**config.mk**
```make
export PLATFORM = sky130hd
export DESIGN_NAME = rgt_div
export DESIGN_NICKNAME = d
export VERILOG_FILES = /design/src/rgt_pkg.sv /design/src/rgt_div.sv
export SDC_FILE = /design/constraint.sdc
export NUM_CORES = 1
export LEC_CHECK = 0
export BUFFER_PORTS_ARGS = -buffer_cell sky130_fd_sc_hd__buf_4
export CORE_MARGIN = 5
export CORE_UTILIZATION = 65
export CTS_BUF_LIST = sky130_fd_sc_hd__clkbuf_2
export CTS_CLUSTER_DIAMETER = 120
export DETAILED_ROUTE_END_ITERATION = 8
export GPL_ROUTABILITY_DRIVEN = 0
export GPL_TIMING_DRIVEN = 0
export PLACE_DENSITY = 0.8
export REMOVE_ABC_BUFFERS = 1
export SYNTH_ARGS = -nofsm -noshare
export SYNTH_HDL_FRONTEND = slang
export SYNTH_SLANG_ARGS = --single-unit
```
**constraint.sdc**
```tcl
create_clock -name clk -period 6 [get_ports clk]
set_clock_uncertainty 0.15 [all_clocks]
set_input_delay 0.3 -clock clk [delete_from_list [all_inputs] [get_ports clk]]
set_output_delay 0.3 -clock clk [all_outputs]
set_load 0.02 [all_outputs]
```
**src/rgt_pkg.sv**
```systemverilog
// Shared types, constants and small arithmetic helpers for the RGB565 gray tint block.
// No dependencies; used by rgt_div and rgb565_gray_tint.
package rgt_pkg;

  // Luminance weights, Q16 scaled so that the sum lands on 0..255.0
  localparam logic [23:0] WEIGHT_R = 24'd161187;
  localparam logic [23:0] WEIGHT_G = 24'd155710;
  localparam logic [23:0] WEIGHT_B = 24'd61456;

  // 128.0 and 255.0 in Q16
  localparam logic [23:0] LUM_MID  = 24'd8388608;
  localparam logic [23:0] LUM_FULL = 24'd16711680;

  // Unity weight in Q16
  localparam logic [16:0] ONE_Q16 = 17'h10000;

  // Pipelined divider geometry: numerator, denominator and quotient widths
  localparam int DIV_NW = 25;
  localparam int DIV_DW = 9;
  localparam int DIV_QW = 17;

  // Exact reciprocal multipliers for division by 5
  localparam logic [26:0] DIV5_MAGIC_26 = 27'd107374183;  // ceil(2^29 / 5)
  localparam logic [15:0] DIV5_MAGIC_16 = 16'd52429;      // ceil(2^18 / 5)

  // Configuration register indexes
  typedef enum logic [1:0] {
    REG_INTENSITY  = 2'd0,
    REG_THRESHOLD  = 2'd1,
    REG_SELECTIVE  = 2'd2,
    REG_TINT_COLOR = 2'd3
  } rgt_reg_t;

  // Source of the blend weight
  typedef enum logic [1:0] {
    WSEL_FULL = 2'd0,  // full intensity
    WSEL_QUO  = 2'd1,  // divider quotient
    WSEL_QUO5 = 2'd2   // divider quotient over five
  } rgt_wsel_t;

  // Side data that travels alongside the divider
  typedef struct packed {
    logic [15:0] px;
    logic        bypass;
    logic [4:0]  gr;
    logic [5:0]  gg;
    logic [16:0] bq;
    rgt_wsel_t   wsel;
  } rgt_tag_t;

  // Floor of x / 5 for x below 2^26
  function automatic logic [23:0] div5_26(input logic [25:0] x);
    logic [52:0] p;
    p = 53'(x) * 53'(DIV5_MAGIC_26);
    return p[52:29];
  endfunction

  // Floor of x / 5 for 16-bit x
  function automatic logic [13:0] div5_16(input logic [15:0] x);
    logic [31:0] p;
    p = 32'(x) * 32'(DIV5_MAGIC_16);
    return p[31:18];
  endfunction

  // Floor of x / 255 for 14-bit x: reciprocal estimate, then one correction
  function automatic logic [6:0] div255_14(input logic [13:0] x);
    logic [29:0] p;
    logic [6:0]  q0;
    logic [13:0] r;
    p  = 30'(x) * 30'(257);
    q0 = p[22:16];
    r  = x - 14'(14'(q0) * 14'd255);
    return (r >= 14'd255) ? q0 + 7'd1 : q0;
  endfunction

endpackage

```
**src/rgt_div.sv**
```systemverilog
// Pipelined restoring divider, one quotient bit per register stage.
// Depends on rgt_pkg for the widths and the side data type.
module rgt_div (
  input  logic                         clk,
  input  logic                         rst,
  input  logic                         in_valid,
  input  logic [rgt_pkg::DIV_NW-1:0]   in_num,
  input  logic [rgt_pkg::DIV_DW-1:0]   in_den,
  input  rgt_pkg::rgt_tag_t            in_tag,
  output logic                         out_valid,
  output logic [rgt_pkg::DIV_QW-1:0]   out_quo,
  output rgt_pkg::rgt_tag_t            out_tag
);

  localparam int NW = rgt_pkg::DIV_NW;
  localparam int DW = rgt_pkg::DIV_DW;
  localparam int QW = rgt_pkg::DIV_QW;

  logic [QW-1:0]     vld;
  logic [NW-1:0]     rem [QW];
  logic [DW-1:0]     den [QW];
  logic [QW-1:0]     quo [QW];
  rgt_pkg::rgt_tag_t tag [QW];

  for (genvar s = 0; s < QW; s++) begin : g_stage
    localparam int B = QW - 1 - s;

    logic              vld_prev;
    logic [NW-1:0]     rem_prev;
    logic [DW-1:0]     den_prev;
    logic [QW-1:0]     quo_prev;
    rgt_pkg::rgt_tag_t tag_prev;
    logic [NW-1:0]     dsh;
    logic              ge;

    if (s == 0) begin : g_head
      assign vld_prev = in_valid;
      assign rem_prev = in_num;
      assign den_prev = in_den;
      assign quo_prev = '0;
      assign tag_prev = in_tag;
    end else begin : g_body
      assign vld_prev = vld[s-1];
      assign rem_prev = rem[s-1];
      assign den_prev = den[s-1];
      assign quo_prev = quo[s-1];
      assign tag_prev = tag[s-1];
    end

    // Trial subtract of the shifted divisor decides this quotient bit
    assign dsh = NW'(den_prev) << B;
    assign ge  = (rem_prev >= dsh);

    always_ff @(posedge clk) begin
      if (rst) begin
        vld[s] <= 1'b0;
      end else begin
        vld[s] <= vld_prev;
      end
      rem[s] <= ge ? rem_prev - dsh : rem_prev;
      den[s] <= den_prev;
      quo[s] <= ge ? (quo_prev | (QW'(1) << B)) : quo_prev;
      tag[s] <= tag_prev;
    end
  end

  assign out_valid = vld[QW-1];
  assign out_quo   = quo[QW-1];
  assign out_tag   = tag[QW-1];

endmodule

```
==> results.json <==
{
  "grt_overflow": 0,
  "finalHoldViolCount": 0,
  "cellPowerDensity_nw_per_um2": 482,
  "crit_type": "in -> reg",
  "swShare_pct": 31.4,
  "fmax_mhz": 220,
  "pwr-share-comb_pct": 21.3,
  "antenna_found_initial": 14,
  "placed_cells": 4189,
  "numPortBuffers": 148,
  "num_rows": 92,
  "drt.antenna.violating_nets": 0,
  "seq_power_share_pct": 52.6,
  "cts_resized": 0,
  "post_cts.repair.setup_buffers": 0,
  "worst_pin_slew_ns": 1.45,
  "p_clk_share_pct": 26.1,
  "cpPeakStageDelay_ns": 0.63,
  "grt_pass1_vias": 28808,
  "via_count": 26366,
  "drcViolationCount": 0,
  "initial_utilization_pct": 65.8,
  "netSwitchingPower_uw": 7420,
  "synth-edff-count": 0,
  "routed_wl_microns": 94400,
  "synth_cell_types": 75,
  "clk_latency_ns": 1.43,
  "final_common_cell": "dfxtp_1",
  "power.leakage_uw": 0.0219,
  "arrival_ns": 5.74,
  "areaGrowthSynthToFinish_pct": 17.9,
  "clock-sinks": 1513,
  "power_uw": 23700,
  "slew_headroom_pct": 1.70,
  "htreeDepth": 5,
  "die_w_microns": 263,
  "ys_ff_latch": 1513,
  "worstPathMaxFanout": 10,
  "final_core_util_pct": 77.6,
  "hold_path_class": "reg -> reg",
  "grt_use_total_pct": 27.5,
  "endpoint_kind": "flip-flop",
  "p_int_uw": 16200,
  "netlist_area_sq_um": 41700,
  "synth.area.top_cells": "dfxtp_1 73%, ha_1 4.6%, xor2_1 2.0%, xnor2_1 1.9%, inv_1 1.7%",
  "dpl_cell_area_sq_um": 43800,
  "critPathSlowestCell": "dlygate4sd3_1",
  "drive_above_1_share_pct": 17.7,
  "viasPerCell": 5.29,
  "syn_inst": 3220,
  "route.detailed.wl_per_inst_microns": 18.9,
  "layout_common_cells": "1513 x dfxtp_1, 484 x clkbuf_2, 248 x dlygate4sd3_1",
  "nFillCells": 3643,
  "netlist.area_leader.share_pct": 72.7,
  "yosysSeqAreaShare_pct": 72.7,
  "clock_path_buffers": 4,
  "slew_viol_final": 0,
  "crit_top_cell": "dlygate4sd3_1",
  "grt_max_degree": 23,
  "fin_area_sq_um": 49100,
  "core_sq_um": 63300,
  "irDropWorstVdd_mv": 0.283,
  "syn_area_per_cell_sq_um": 12.9,
  "clk_pin_slew_ns": 0.11,
  "rsz0062_at_grt": "false",
  "yosysTopAreaCell": "dfxtp_1",
  "stdcell_count": 4988,
  "hpwl_microns": 46600,
  "async_flop_share_pct": 0,
  "path_cells": "dlygate4sd3_1 -> dlygate4sd3_1 -> buf_4 -> dlygate4sd3_1 -> inv_1 -> ha_1 -> nand4b_1 -> nor3_1 -> nand3_1 -> nor3_1 -> nor2_1 -> nand2_1 -> mux2_2 -> dlygate4sd3_1",
  "ios": 149,
  "root_buffer": "clkbuf_2",
  "grt_pass1_wl_microns": 151000,
  "fin_crit_ns": 4.55,
  "yosys_warnings": 0,
  "nNetsFinal": 4193,
  "ys.flop_type": "dfxtp_1",
  "dieArea_sq_um": 69300,
  "dr.pass1.iters": 9,
  "numCtsBuffers": 347,
  "maxCapViolations": 0,
  "drt_iter0_drc": 2073,
  "cp-start-kind": "input port",
  "cts_tree": "built",
  "fin_crit_sh_pct": 75.9,
  "status": "complete, no violations",
  "die_y_microns": 263,
  "worstPathRequired_ns": 7.19,
  "setup-tns-final_ns": 0,
  "setup_viol": 0
}
[state kept, by name, indices dropped and copies added, names as in the netlist]
register	flops
rem	400
g_stage.vld_prev	16
tag	799
quo	153
den	144
out_valid	1
[worst paths after layout]
path	start	to	slack (ns)	cells after the start
setup / recovery	in_den[3]	rem[0][24]	1.45	14
hold / removal	tag[0][637]	tag[0][684]	0.06	0
setup reg to reg	den[0][8]	rem[0][49]	1.85	8
hold reg to reg	tag[0][637]	tag[0][684]	0.06	0
[worst max-delay path: cells and delay by family]
family / cells / cell delay (ns)
mux: 1 / 0.53
fa+ha+maj: 1 / 0.37
buf+inv: 6 / 2.55
simple gates: 6 / 1.97
[power by group through the flow]
stage | logic, uW | clock network, uW | registers, uW
after global placement | 4330 | 0 | 12500
after floorplan | 3580 | 0 | 12400
final | 5040 | 6190 | 12400
after global routing | 5540 | 6880 | 12600
after detailed placement | 4570 | 0 | 12600
after CTS | 4750 | 6110 | 12400
[logic make-up after synthesis]
logic type,Yosys count,share of synthesized area (%)
adders and majority gates,169,5.36
muxes,42,1.14
AOI/OAI and AO/OA,421,6.41
and+or+nand+nor,670,8.51
xor gates and xnor gates,185,3.89
buffers and inverters,220,2.01
DFF,1513,72.7
[Yosys cell counts, types with 11 or more instances]
cell,number
dfxtp_1,1513
inv_1,193
ha_1,153
nand2_1,153
nor2_1,144
o21ai_0,121
a21oi_1,114
xor2_1,96
xnor2_1,89
nor3_1,69
nor2b_1,48
nor4_1,48
nand2b_1,41
a21o_1,39
o21a_1,35
mux2_2,33
nand3_1,23
or4_1,21
clkbuf_1,20
o31ai_1,20
a211oi_1,18
fa_1,16
or2_2,16
or3_1,16
nand4_1,14
nor4b_1,12
nand3b_1,11
o31a_1,11
[through the flow]
stage / hold slack [ns] / setup slack [ns]
2_1_floorplan: 0.160 / 2.75
3_3_place_gp: 0.159 / 1.95
3_5_place_dp: 0.162 / 2.47
4_1_cts: 0.0304 / 2.45
5_1_grt: 0.0653 / 1.62
6_report: 0.0609 / 1.45
[per-layer routing]
| metal | part of all wire, % | vias to the layer above | wire, microns | track usage, % |
|---|---|---|---|---|
| met5 | 0.087 | - | 82 | 0 |
| met4 | 6.7 | 12 | 6310 | 17.8 |
| met3 | 7.9 | 482 | 7430 | 9.79 |
| met2 | 50 | 1191 | 47100 | 47.2 |
| met1 | 35 | 12279 | 33500 | 28.4 |
| li1 | - | 12402 | - | - |
[final cells by class]
class | count | area [sq um] | area share (%)
Timing Repair Buffer | 397 | 3600 | 7.33
Multi-Input combinational cell | 1487 | 10600 | 21.5
Tap cell | 846 | 1060 | 2.15
Antenna cell | 8 | 20.0 | 0.0408
Sequential cell | 1513 | 30300 | 61.7
Clock inverter | 59 | 427 | 0.869
Clock buffer | 484 | 2420 | 4.93
Inverter | 194 | 728 | 1.48
[what timing repair did]
action | 4_1_cts | 5_1_grt
hold buffers | 248 | 0
endpoints found under the hold margin | 99 | 0
setup endpoints to repair | 0 | 0
(Power assumes the default switching activity.)
